--- config.mk ---
export PLATFORM = sky130hd
export DESIGN_NAME = multi_channel_timer_table
export DESIGN_NICKNAME = d
export VERILOG_FILES = /design/src/mctt_pkg.sv /design/src/multi_channel_timer_table.sv /design/src/mctt_front.sv /design/src/mctt_back.sv
export SDC_FILE = /design/constraint.sdc
export NUM_CORES = 2
export LEC_CHECK = 0
export BUFFER_PORTS_ARGS = -buffer_cell sky130_fd_sc_hd__buf_2
export CAP_MARGIN = 20
export CORE_UTILIZATION = 63
export CTS_CLUSTER_SIZE = 28
export DETAILED_ROUTE_END_ITERATION = 8
export PLACE_DENSITY_LB_ADDON = 0.15
export SLEW_MARGIN = 5
export SYNTH_ARGS = -nofsm -noshare
export SYNTH_HDL_FRONTEND = slang
export SYNTH_HIERARCHICAL = 1
export SYNTH_SLANG_ARGS = --single-unit
--- constraint.sdc ---
create_clock -name clk_i -period 10.47 [get_ports clk_i]
set_input_delay 2.6175 -clock clk_i [delete_from_list [all_inputs] [get_ports clk_i]]
set_output_delay 2.6175 -clock clk_i [all_outputs]
set_load 0.05 [all_outputs]
--- src/mctt_pkg.sv ---
// ----------------------------------------------------------------------------
// mctt_pkg: shared definitions of the multi-channel timer table
// Command codes, status codes and default sizes used by the front end, the
// back end and the top level.
// ----------------------------------------------------------------------------
package mctt_pkg;

  localparam int unsigned DefMaxEntries = 24;
  localparam int unsigned DefIdBits     = 8;
  localparam int unsigned DefCountBits  = 32;

  // Item kinds as they arrive on the input channel.
  localparam logic [2:0] KIND_START    = 3'd0;
  localparam logic [2:0] KIND_STOP     = 3'd1;
  localparam logic [2:0] KIND_TICK     = 3'd2;
  localparam logic [2:0] KIND_DISPATCH = 3'd3;
  localparam logic [2:0] KIND_QUERY    = 3'd4;

  // Result status codes.
  localparam logic [1:0] ST_OK       = 2'd0;
  localparam logic [1:0] ST_FULL     = 2'd1;
  localparam logic [1:0] ST_NULL_ID  = 2'd2;
  localparam logic [1:0] ST_NOTFOUND = 2'd3;

  // Classified commands passed from the front end to the back end.
  typedef enum logic [2:0] {
    OP_START,
    OP_START_NULL,
    OP_STOP,
    OP_TICK,
    OP_DISPATCH,
    OP_QUERY,
    OP_QUERY_NULL,
    OP_NOP
  } op_e;

  // Back-end sequencer states.
  typedef enum logic [7:0] {
    S_IDLE = 8'b0000_0001,
    S_RD   = 8'b0000_0010,
    S_EX   = 8'b0000_0100,
    S_RDL  = 8'b0000_1000,
    S_MV   = 8'b0001_0000,
    S_RES  = 8'b0010_0000,
    S_EMRD = 8'b0100_0000,
    S_EMIT = 8'b1000_0000
  } state_e;

endpackage

--- src/multi_channel_timer_table.sv ---
// ----------------------------------------------------------------------------
// multi_channel_timer_table: packed table of software timers with reload
// Top level joining the intake queue and the table engine.
// ----------------------------------------------------------------------------
// Usage: each input item carries a kind (start, stop, tick, dispatch, query),
// a timer id and, for start, a delay and a reload period. An item is taken
// when in_valid_i is high and in_stall_o is low; a result item leaves when
// out_valid_o is high and out_stall_i is low. Every input item gives one
// result, except a dispatch that finds expired timers, which gives one result per expired timer in
// table order; last_o marks the final result of an item.
// The engine walks the table one slot at a time through its single-port
// table memory, reading and then examining each occupied slot; a removal
// also reads the last slot and moves it into the vacated one, and a
// dispatch then replays the fired-id buffer. A two-entry queue sits in
// front, so up to two items are taken while the engine is busy.
// Reset clears the entry count, the queue and the result register; the table
// contents need no clearing since only occupied slots are ever read.
// When the receiver stalls, the result is held in the output register and
// the engine waits; the input queue keeps accepting until it is full.
// ----------------------------------------------------------------------------
module multi_channel_timer_table #(
  parameter int unsigned MAX_ENTRIES = mctt_pkg::DefMaxEntries,
  parameter int unsigned ID_BITS     = mctt_pkg::DefIdBits,
  parameter int unsigned COUNT_BITS  = mctt_pkg::DefCountBits
) (
  input  logic        clk_i,
  input  logic        rst_ni,
  input  logic        in_valid_i,
  output logic        in_stall_o,
  input  logic [2:0]  kind_i,
  input  logic [7:0]  timer_id_i,
  input  logic [31:0] delay_ticks_i,
  input  logic [31:0] period_ticks_i,
  output logic        out_valid_o,
  input  logic        out_stall_i,
  output logic [7:0]  fired_id_o,
  output logic        present_o,
  output logic [1:0]  status_o,
  output logic [4:0]  active_count_o,
  output logic        last_o
);
  import mctt_pkg::*;

  logic                  cmd_valid, cmd_pop;
  op_e                   cmd_op;
  logic [ID_BITS-1:0]    cmd_id;
  logic [COUNT_BITS-1:0] cmd_delay, cmd_period;

  mctt_front #(
    .IdBits   (ID_BITS),
    .CountBits(COUNT_BITS)
  ) u_front (
    .clk_i         (clk_i),
    .rst_ni        (rst_ni),
    .in_valid_i    (in_valid_i),
    .in_stall_o    (in_stall_o),
    .kind_i        (kind_i),
    .timer_id_i    (timer_id_i),
    .delay_ticks_i (delay_ticks_i),
    .period_ticks_i(period_ticks_i),
    .cmd_valid_o   (cmd_valid),
    .cmd_pop_i     (cmd_pop),
    .cmd_op_o      (cmd_op),
    .cmd_id_o      (cmd_id),
    .cmd_delay_o   (cmd_delay),
    .cmd_period_o  (cmd_period)
  );

  mctt_back #(
    .MaxEntries(MAX_ENTRIES),
    .IdBits    (ID_BITS),
    .CountBits (COUNT_BITS)
  ) u_back (
    .clk_i         (clk_i),
    .rst_ni        (rst_ni),
    .cmd_valid_i   (cmd_valid),
    .cmd_pop_o     (cmd_pop),
    .cmd_op_i      (cmd_op),
    .cmd_id_i      (cmd_id),
    .cmd_delay_i   (cmd_delay),
    .cmd_period_i  (cmd_period),
    .out_valid_o   (out_valid_o),
    .out_stall_i   (out_stall_i),
    .fired_id_o    (fired_id_o),
    .present_o     (present_o),
    .status_o      (status_o),
    .active_count_o(active_count_o),
    .last_o        (last_o)
  );

  // An error status always ends its item and never reports a fired timer.
  assert property (@(posedge clk_i) disable iff (!rst_ni)
    out_valid_o && status_o != ST_OK |-> last_o && fired_id_o == 8'd0 && !present_o)
    else $error("error status with fired id or not last");

  // A query hit is a single, final result.
  assert property (@(posedge clk_i) disable iff (!rst_ni)
    out_valid_o && present_o |-> last_o && fired_id_o == 8'd0)
    else $error("query hit not a single result");

  // The engine only takes a command that the queue offers.
  assert property (@(posedge clk_i) disable iff (!rst_ni)
    cmd_pop |-> cmd_valid)
    else $error("command popped from empty queue");

endmodule

--- src/mctt_front.sv ---
// ----------------------------------------------------------------------------
// mctt_front: item intake and classification
// Accepts input items, turns them into commands and holds them in a
// two-entry queue until the back end takes them.
// ----------------------------------------------------------------------------
module mctt_front #(
  parameter int unsigned IdBits    = 8,
  parameter int unsigned CountBits = 32
) (
  input  logic                  clk_i,
  input  logic                  rst_ni,
  input  logic                  in_valid_i,
  output logic                  in_stall_o,
  input  logic [2:0]            kind_i,
  input  logic [7:0]            timer_id_i,
  input  logic [31:0]           delay_ticks_i,
  input  logic [31:0]           period_ticks_i,
  output logic                  cmd_valid_o,
  input  logic                  cmd_pop_i,
  output mctt_pkg::op_e         cmd_op_o,
  output logic [IdBits-1:0]     cmd_id_o,
  output logic [CountBits-1:0]  cmd_delay_o,
  output logic [CountBits-1:0]  cmd_period_o
);
  import mctt_pkg::*;

  op_e                 q_op_q     [2];
  logic [IdBits-1:0]   q_id_q     [2];
  logic [CountBits-1:0] q_delay_q [2];
  logic [CountBits-1:0] q_period_q[2];
  logic                wr_ptr_q, rd_ptr_q;
  logic [1:0]          fill_q;
  logic                push;
  logic [IdBits-1:0]   id_in;
  op_e                 op_in;

  assign id_in = IdBits'(timer_id_i);

  always_comb begin
    unique case (kind_i)
      KIND_START:    op_in = (id_in == '0) ? OP_START_NULL : OP_START;
      KIND_STOP:     op_in = OP_STOP;
      KIND_TICK:     op_in = OP_TICK;
      KIND_DISPATCH: op_in = OP_DISPATCH;
      KIND_QUERY:    op_in = (id_in == '0) ? OP_QUERY_NULL : OP_QUERY;
      default:       op_in = OP_NOP;
    endcase
  end

  assign in_stall_o   = fill_q[1];
  assign push         = in_valid_i && !fill_q[1];
  assign cmd_valid_o  = fill_q != 2'd0;
  assign cmd_op_o     = q_op_q[rd_ptr_q];
  assign cmd_id_o     = q_id_q[rd_ptr_q];
  assign cmd_delay_o  = q_delay_q[rd_ptr_q];
  assign cmd_period_o = q_period_q[rd_ptr_q];

  always_ff @(posedge clk_i or negedge rst_ni) begin
    if (!rst_ni) begin
      wr_ptr_q <= 1'b0;
      rd_ptr_q <= 1'b0;
      fill_q   <= 2'd0;
    end else begin
      if (push) wr_ptr_q <= !wr_ptr_q;
      if (cmd_pop_i) rd_ptr_q <= !rd_ptr_q;
      if (push && !cmd_pop_i) fill_q <= fill_q + 2'd1;
      else if (!push && cmd_pop_i) fill_q <= fill_q - 2'd1;
    end
  end

  always_ff @(posedge clk_i) begin
    if (push) begin
      q_op_q[wr_ptr_q]     <= op_in;
      q_id_q[wr_ptr_q]     <= id_in;
      q_delay_q[wr_ptr_q]  <= CountBits'(delay_ticks_i);
      q_period_q[wr_ptr_q] <= CountBits'(period_ticks_i);
    end
  end

endmodule

--- src/mctt_back.sv ---
// ----------------------------------------------------------------------------
// mctt_back: timer table engine
// Holds the packed timer table in a memory and walks it one slot at a time
// for each table command; collects fired ids and drives the result register.
// ----------------------------------------------------------------------------
module mctt_back #(
  parameter int unsigned MaxEntries = 24,
  parameter int unsigned IdBits     = 8,
  parameter int unsigned CountBits  = 32
) (
  input  logic                  clk_i,
  input  logic                  rst_ni,
  input  logic                  cmd_valid_i,
  output logic                  cmd_pop_o,
  input  mctt_pkg::op_e         cmd_op_i,
  input  logic [IdBits-1:0]     cmd_id_i,
  input  logic [CountBits-1:0]  cmd_delay_i,
  input  logic [CountBits-1:0]  cmd_period_i,
  output logic                  out_valid_o,
  input  logic                  out_stall_i,
  output logic [7:0]            fired_id_o,
  output logic                  present_o,
  output logic [1:0]            status_o,
  output logic [4:0]            active_count_o,
  output logic                  last_o
);
  import mctt_pkg::*;

  localparam int unsigned CW = $clog2(MaxEntries + 1);
  localparam int unsigned IW = (MaxEntries > 1) ? $clog2(MaxEntries) : 1;
  localparam int unsigned WW = IdBits + 2 * CountBits;

  logic [WW-1:0]     mem [MaxEntries];
  logic [IdBits-1:0] fire_mem [MaxEntries];

  state_e               state_q, state_d;
  op_e                  op_q, op_d;
  logic [IdBits-1:0]    id_q, id_d;
  logic [CountBits-1:0] delay_q, delay_d, period_q, period_d;
  logic [CW-1:0]        i_q, i_d, cnt_q, cnt_d, fcnt_q, fcnt_d, eidx_q, eidx_d;
  logic                 rpres_q, rpres_d;
  logic [1:0]           rstat_q, rstat_d;

  logic [WW-1:0]        rdata_q;
  logic [IdBits-1:0]    fire_rd_q;
  logic                 mem_we, mem_re, fire_we, fire_re;
  logic [IW-1:0]        mem_waddr, mem_raddr;
  logic [WW-1:0]        mem_wdata;

  logic                 ov_q, ov_d;
  logic [7:0]           of_q, of_d;
  logic                 opres_q, opres_d;
  logic [1:0]           os_q, os_d;
  logic [4:0]           oc_q, oc_d;
  logic                 ol_q, ol_d;
  logic                 out_free;

  logic [IdBits-1:0]    e_id;
  logic [CountBits-1:0] e_cnt, e_per;
  logic [CW-1:0]        last_slot;

  assign e_id      = rdata_q[WW-1 -: IdBits];
  assign e_cnt     = rdata_q[2*CountBits-1 -: CountBits];
  assign e_per     = rdata_q[CountBits-1:0];
  assign last_slot = CW'(cnt_q - 1'b1);
  assign out_free  = !ov_q || !out_stall_i;

  always_comb begin
    state_d   = state_q;
    op_d      = op_q;
    id_d      = id_q;
    delay_d   = delay_q;
    period_d  = period_q;
    i_d       = i_q;
    cnt_d     = cnt_q;
    fcnt_d    = fcnt_q;
    eidx_d    = eidx_q;
    rpres_d   = rpres_q;
    rstat_d   = rstat_q;
    cmd_pop_o = 1'b0;
    mem_we    = 1'b0;
    mem_re    = 1'b0;
    mem_waddr = i_q[IW-1:0];
    mem_raddr = i_q[IW-1:0];
    mem_wdata = rdata_q;
    fire_we   = 1'b0;
    fire_re   = 1'b0;
    ov_d      = ov_q && out_stall_i;
    of_d      = of_q;
    opres_d   = opres_q;
    os_d      = os_q;
    oc_d      = oc_q;
    ol_d      = ol_q;

    unique case (state_q)
      S_IDLE: begin
        if (cmd_valid_i) begin
          cmd_pop_o = 1'b1;
          op_d      = cmd_op_i;
          id_d      = cmd_id_i;
          delay_d   = cmd_delay_i;
          period_d  = cmd_period_i;
          i_d       = '0;
          fcnt_d    = '0;
          rpres_d   = 1'b0;
          rstat_d   = ST_OK;
          priority case (cmd_op_i)
            OP_START_NULL: begin
              rstat_d = ST_NULL_ID;
              state_d = S_RES;
            end
            OP_QUERY_NULL, OP_NOP: state_d = S_RES;
            default:               state_d = S_RD;
          endcase
        end
      end

      S_RD: begin
        if (i_q >= cnt_q) begin
          // Walk finished without an early exit.
          state_d = S_RES;
          unique case (op_q)
            OP_START: begin
              if (cnt_q < CW'(MaxEntries)) begin
                mem_we    = 1'b1;
                mem_waddr = cnt_q[IW-1:0];
                mem_wdata = {id_q, delay_q, period_q};
                cnt_d     = CW'(cnt_q + 1'b1);
              end else begin
                rstat_d = ST_FULL;
              end
            end
            OP_STOP: rstat_d = ST_NOTFOUND;
            OP_DISPATCH: begin
              if (fcnt_q != '0) begin
                eidx_d  = '0;
                state_d = S_EMRD;
              end
            end
            default: ;
          endcase
        end else begin
          mem_re  = 1'b1;
          state_d = S_EX;
        end
      end

      S_EX: begin
        state_d = S_RD;
        i_d     = CW'(i_q + 1'b1);
        unique case (op_q)
          OP_START: begin
            if (e_id == id_q) begin
              mem_we    = 1'b1;
              mem_wdata = {e_id, delay_q, period_q};
              state_d   = S_RES;
            end
          end
          OP_STOP: begin
            if (e_id == id_q) begin
              if (i_q == last_slot) begin
                cnt_d   = last_slot;
                state_d = S_RES;
              end else begin
                i_d     = i_q;
                state_d = S_RDL;
              end
            end
          end
          OP_TICK: begin
            if (e_cnt != '0) begin
              mem_we    = 1'b1;
              mem_wdata = {e_id, CountBits'(e_cnt - 1'b1), e_per};
            end
          end
          OP_QUERY: begin
            if (e_id == id_q) begin
              rpres_d = 1'b1;
              state_d = S_RES;
            end
          end
          OP_DISPATCH: begin
            if (e_cnt == '0) begin
              fire_we = 1'b1;
              fcnt_d  = CW'(fcnt_q + 1'b1);
              if (e_per != '0) begin
                mem_we    = 1'b1;
                mem_wdata = {e_id, e_per, e_per};
              end else if (i_q == last_slot) begin
                cnt_d = last_slot;
              end else begin
                i_d     = i_q;
                state_d = S_RDL;
              end
            end
          end
          default: ;
        endcase
      end

      S_RDL: begin
        mem_re    = 1'b1;
        mem_raddr = last_slot[IW-1:0];
        state_d   = S_MV;
      end

      S_MV: begin
        // The last entry fills the vacated slot and is not examined again.
        mem_we  = 1'b1;
        cnt_d   = last_slot;
        i_d     = CW'(i_q + 1'b1);
        state_d = (op_q == OP_STOP) ? S_RES : S_RD;
      end

      S_RES: begin
        if (out_free) begin
          ov_d    = 1'b1;
          of_d    = 8'd0;
          opres_d = rpres_q;
          os_d    = rstat_q;
          oc_d    = 5'(cnt_q);
          ol_d    = 1'b1;
          state_d = S_IDLE;
        end
      end

      S_EMRD: begin
        fire_re = 1'b1;
        state_d = S_EMIT;
      end

      S_EMIT: begin
        if (out_free) begin
          ov_d    = 1'b1;
          of_d    = 8'(fire_rd_q);
          opres_d = 1'b0;
          os_d    = ST_OK;
          oc_d    = 5'(cnt_q);
          ol_d    = (eidx_q == CW'(fcnt_q - 1'b1));
          if (eidx_q == CW'(fcnt_q - 1'b1)) begin
            state_d = S_IDLE;
          end else begin
            eidx_d  = CW'(eidx_q + 1'b1);
            state_d = S_EMRD;
          end
        end
      end

      default: state_d = S_IDLE;
    endcase
  end

  always_ff @(posedge clk_i or negedge rst_ni) begin
    if (!rst_ni) begin
      state_q <= S_IDLE;
      cnt_q   <= '0;
      ov_q    <= 1'b0;
    end else begin
      state_q <= state_d;
      cnt_q   <= cnt_d;
      ov_q    <= ov_d;
    end
  end

  always_ff @(posedge clk_i) begin
    op_q     <= op_d;
    id_q     <= id_d;
    delay_q  <= delay_d;
    period_q <= period_d;
    i_q      <= i_d;
    fcnt_q   <= fcnt_d;
    eidx_q   <= eidx_d;
    rpres_q  <= rpres_d;
    rstat_q  <= rstat_d;
    of_q     <= of_d;
    opres_q  <= opres_d;
    os_q     <= os_d;
    oc_q     <= oc_d;
    ol_q     <= ol_d;
  end

  always_ff @(posedge clk_i) begin
    if (mem_we) mem[mem_waddr] <= mem_wdata;
    if (mem_re) rdata_q <= mem[mem_raddr];
  end

  always_ff @(posedge clk_i) begin
    if (fire_we) fire_mem[fcnt_q[IW-1:0]] <= e_id;
    if (fire_re) fire_rd_q <= fire_mem[eidx_q[IW-1:0]];
  end

  assign out_valid_o    = ov_q;
  assign fired_id_o     = of_q;
  assign present_o      = opres_q;
  assign status_o       = os_q;
  assign active_count_o = oc_q;
  assign last_o         = ol_q;

endmodule

==> key figures <==
GRT
  • Largest net degree at the start of global routing: between 100 and 150
  • GRT Overall Usage: 0.343
  • First-pass GRT wire length: 360 mm
  • Global route overflow: 0
  • Vias in the first global route: around 53000
  • Initial antenna violation count: 8

Critical path
  • CP max FO: 112
  • Worst R2R Path Depth: 10
  • CP Class: flop to flop
  • WP data required: approximately 11 ns
  • Worst setup EP type: flop
  • FF-to-FF Start: u_back/state_q[5]
  • FF-to-FF End: u_back/rdata_q[65]
  • Launching element type of the critical path: flop
  • Worst Path Arrival: 6.34 ns
  • Worst R2R Setup Slack: 4.59 ns

Synthesis
  • Ys Warns: 6
  • Simple-gate portion of the synthesized area: 0.0951
  • Asr flop ratio synth: 0.00790
  • Synth Area in Adders: 0.00221
  • Top cell type's share of synthesized area: 0.750
  • Synth Net Count: about 6000
  • Synth Area in Compound Gates: 0.0700
  • Leading area contributor after synthesis: edfxtp_1
  • Syn Inst Count: 5923
  • Post-synthesis xor/xnor area fraction: 0.00456
  • Largest family of logic cells by synthesized area: simple AND/OR/NAND/NOR gates
  • Top FF cell, synth: edfxtp_1
  • Top cells by area, synth: edfxtp_1, nand2_1, mux4_2, a21oi_1, nand3_1
  • Post-synth cell types: 94
  • List of most frequent post-synthesis cells: edfxtp_1, nand2_1, a21oi_1
  • Sequential cell area fraction in the yosys report: 0.755
  • Most common cell in the netlist: edfxtp_1
  • Post-synthesis mux area share: 0.0528
  • EDFF count, synth: ~2300
  • Mapped Area: 90500 um2
  • Avg Cell Area, Syn: roughly 15 um2
  • Synth Register Bits: 2278

Cells and area
  • Fillers: 9111
  • Nets: approximately 6100
  • Layout cells sized above 1: 0.137
  • Layout area overhead: 10.5%

Hold path
  • WHS Path Cells: 1
  • Worst hold endpoint: u_front/fill_q[1]
  • Hold Crit Class: flop to flop
  • Hold Startpoint: u_front/fill_q[1]

Drt
  • 1st-iter DRT viols: 7561
  • Vias per cell: 6.75
  • Post-route ant nets: 0
  • Routed WL per cell: 30.7 um
  • Total wire length: about 250 mm
  • Vias: 54700
  • Drt first pass iters: 7
  • DRC: 0

Clock tree
  • Hold_buf cts: 0
  • CTS H-tree depth: 4
  • Clk sinks: 2278
  • Clock root buffer: clkbuf_16
  • # resized after CTS: 0
  • Num CTS Buffers: 216
  • CTS tree: yes
  • Worst skew pair latency: ~0.86 ns
  • Post-CTS repair timing setup buffer count: 0
  • Clock tree buffer depth: 3
  • Clock Pin Slew Worst Setup and Hold Paths: approximately 0.06 ns

Pwr
  • PwrDens: between 200 and 300 nW/um2
  • P_leak: about 33 nW
  • VDD IR-drop max: 0.218 mV
  • Total power: 25.9 mW

Floorplan
  • Cell Rows: 138
  • Die ar.: 145000 um2
  • I/O Pins: 98
  • Initial Utilization: 0.637
  • Core region area: 142000 um2
  • DIE WIDTH: 381 um
  • Die height: 381 um

Timing
  • Worst setup margin: 4.59 ns
  • Max-slew headroom: 0.102
  • Final hold viol count: 0
  • Pins Over Slew Limit: 0
  • Final setup viols: 0
  • Unrepaired setup endpoints after global routing: false
  • Worst Max-Slew Pin Slew: 1.34 ns
  • Clock skew: between 0.04 and 0.05 ns
  • Setup_tns: 0 ns
  • Tmin final: 5.88 ns
  • Fin crit share: 0.562
  • Fmax: between 150 and 200 MHz

Placed design
  • I/O Buffers: 97
  • Setup Slack @ Placement: 4.85 ns
  • Dpl hpwl: 146 mm
  • Placer Congestion: 0.970

Flow run
  • Maxcap violations: 0

Outcome
  • Run status: finished clean
-- metal layers --
metal,GRT usage,vias to the layer above,routed length [um]
met4,0.175,2,13600
met3,0.0677,604,25200
met2,0.538,3308,118000
li1,-,23100,-
met5,0,-,15
met1,0.461,27600,91200
-- stage by stage --
step	util	cell area (um2)	std cells	hold slack, ns
3_5_place_dp	0.656	93200	7690	0.499
3_3_place_gp	0.655	93100	7686	0.495
5_1_grt	0.704	100000	8093	0.529
2_1_floorplan	-	90500	5923	0.423
6_report	0.704	100000	8098	0.507
4_1_cts	0.703	99900	8090	0.509
-- worst max-delay path, cell delays in order (launching register included) --
cell and delay (ns):
dfrtp_1 0.48, or4_4 0.59, o21ai_2 0.18, buf_4 0.33
and2_4 0.88, buf_12 0.53, buf_4 0.72, nand2_1 0.11
a221oi_1 0.30, nor2_1 0.15, o211ai_1 1.02
-- report_power, final --
group / internal (mW) / total, mW / leakage, nW / switching, mW
logic: 2.05 / 7.35 / 8.90 / 5.29
registers: 10.8 / 11.1 / 20.6 / 0.322
clock network: 4.12 / 7.47 / 3.30 / 3.35
total: 16.9 / 25.9 / 32.8 / 8.97
-- registers in the layout (all words and copies together), names as in the netlist, 16 cells and up --
signal and flops:
u_front/q_period_q 64, u_front/q_delay_q 64, u_front/q_id_q 16, u_back/rdata_q 72, u_back/mem 1728, u_back/period_q 32, u_back/fire_mem 192, u_back/delay_q 32
-- layout by cell type, fill, tap and decap left out, types with 20 or more instances in the layout --
master,count
clkinv_1,47
clkbuf_1,54
mux4_2,124
nor3_1,75
edfxtp_1,2260
nor2_1,102
nand3_1,293
o21ai_0,69
a32oi_1,59
a211oi_1,35
and3_1,34
mux2_4,40
nor2_4,34
a221oi_1,35
o211ai_1,24
mux2i_1,85
a31oi_1,100
clkbuf_16,218
nor4_1,32
a21oi_1,315
a22oi_1,97
buf_2,97
inv_1,22
mux2_2,47
nand4_1,64
nand2_1,1198
xnor2_1,25
o2111ai_1,32
clkinv_2,51
o22ai_1,20
buf_4,133
a311oi_1,20
-- worst max path at each step --
| stage | from | endpoint | slack (ns) |
|---|---|---|---|
| 2_1_floorplan | u_back/cnt_q[2] | u_back/rdata_q[0] | 3.21 |
| 3_3_place_gp | u_back/state_q[1] | u_back/rdata_q[65] | 4.91 |
| 3_5_place_dp | u_back/state_q[5] | u_back/rdata_q[65] | 4.85 |
| 4_1_cts | u_back/state_q[5] | u_back/rdata_q[65] | 4.78 |
| 5_1_grt | u_back/state_q[5] | u_back/rdata_q[65] | 4.50 |
| 6_report | u_back/state_q[5] | u_back/rdata_q[65] | 4.59 |
-- area by class of cell --
cell class	count	area, um2	area share
antenna	5	12.5	0.000125
clock buffer	271	5630	0.0563
clock inverter	129	1110	0.0111
inverter	25	95.1	0.000951
multi-input combinational	3258	20700	0.207
sequential	2278	68300	0.683
tap	1890	2360	0.0236
timing repair buffer	242	1750	0.0175
-- cells by family (layout without fill, tap and decap cells) --
group / after synthesis / count (layout)
and+or+nand+nor: 1951 / 1951
other: 0 / 5
muxes: 297 / 297
buffers and inverters: 387 / 667
xor gates and xnor gates: 44 / 44
adders and majority gates: 16 / 16
AOI/OAI and AO/OA: 950 / 950
DFF: 2278 / 2278
No activity file was read; power rests on OpenSTA's default activity.
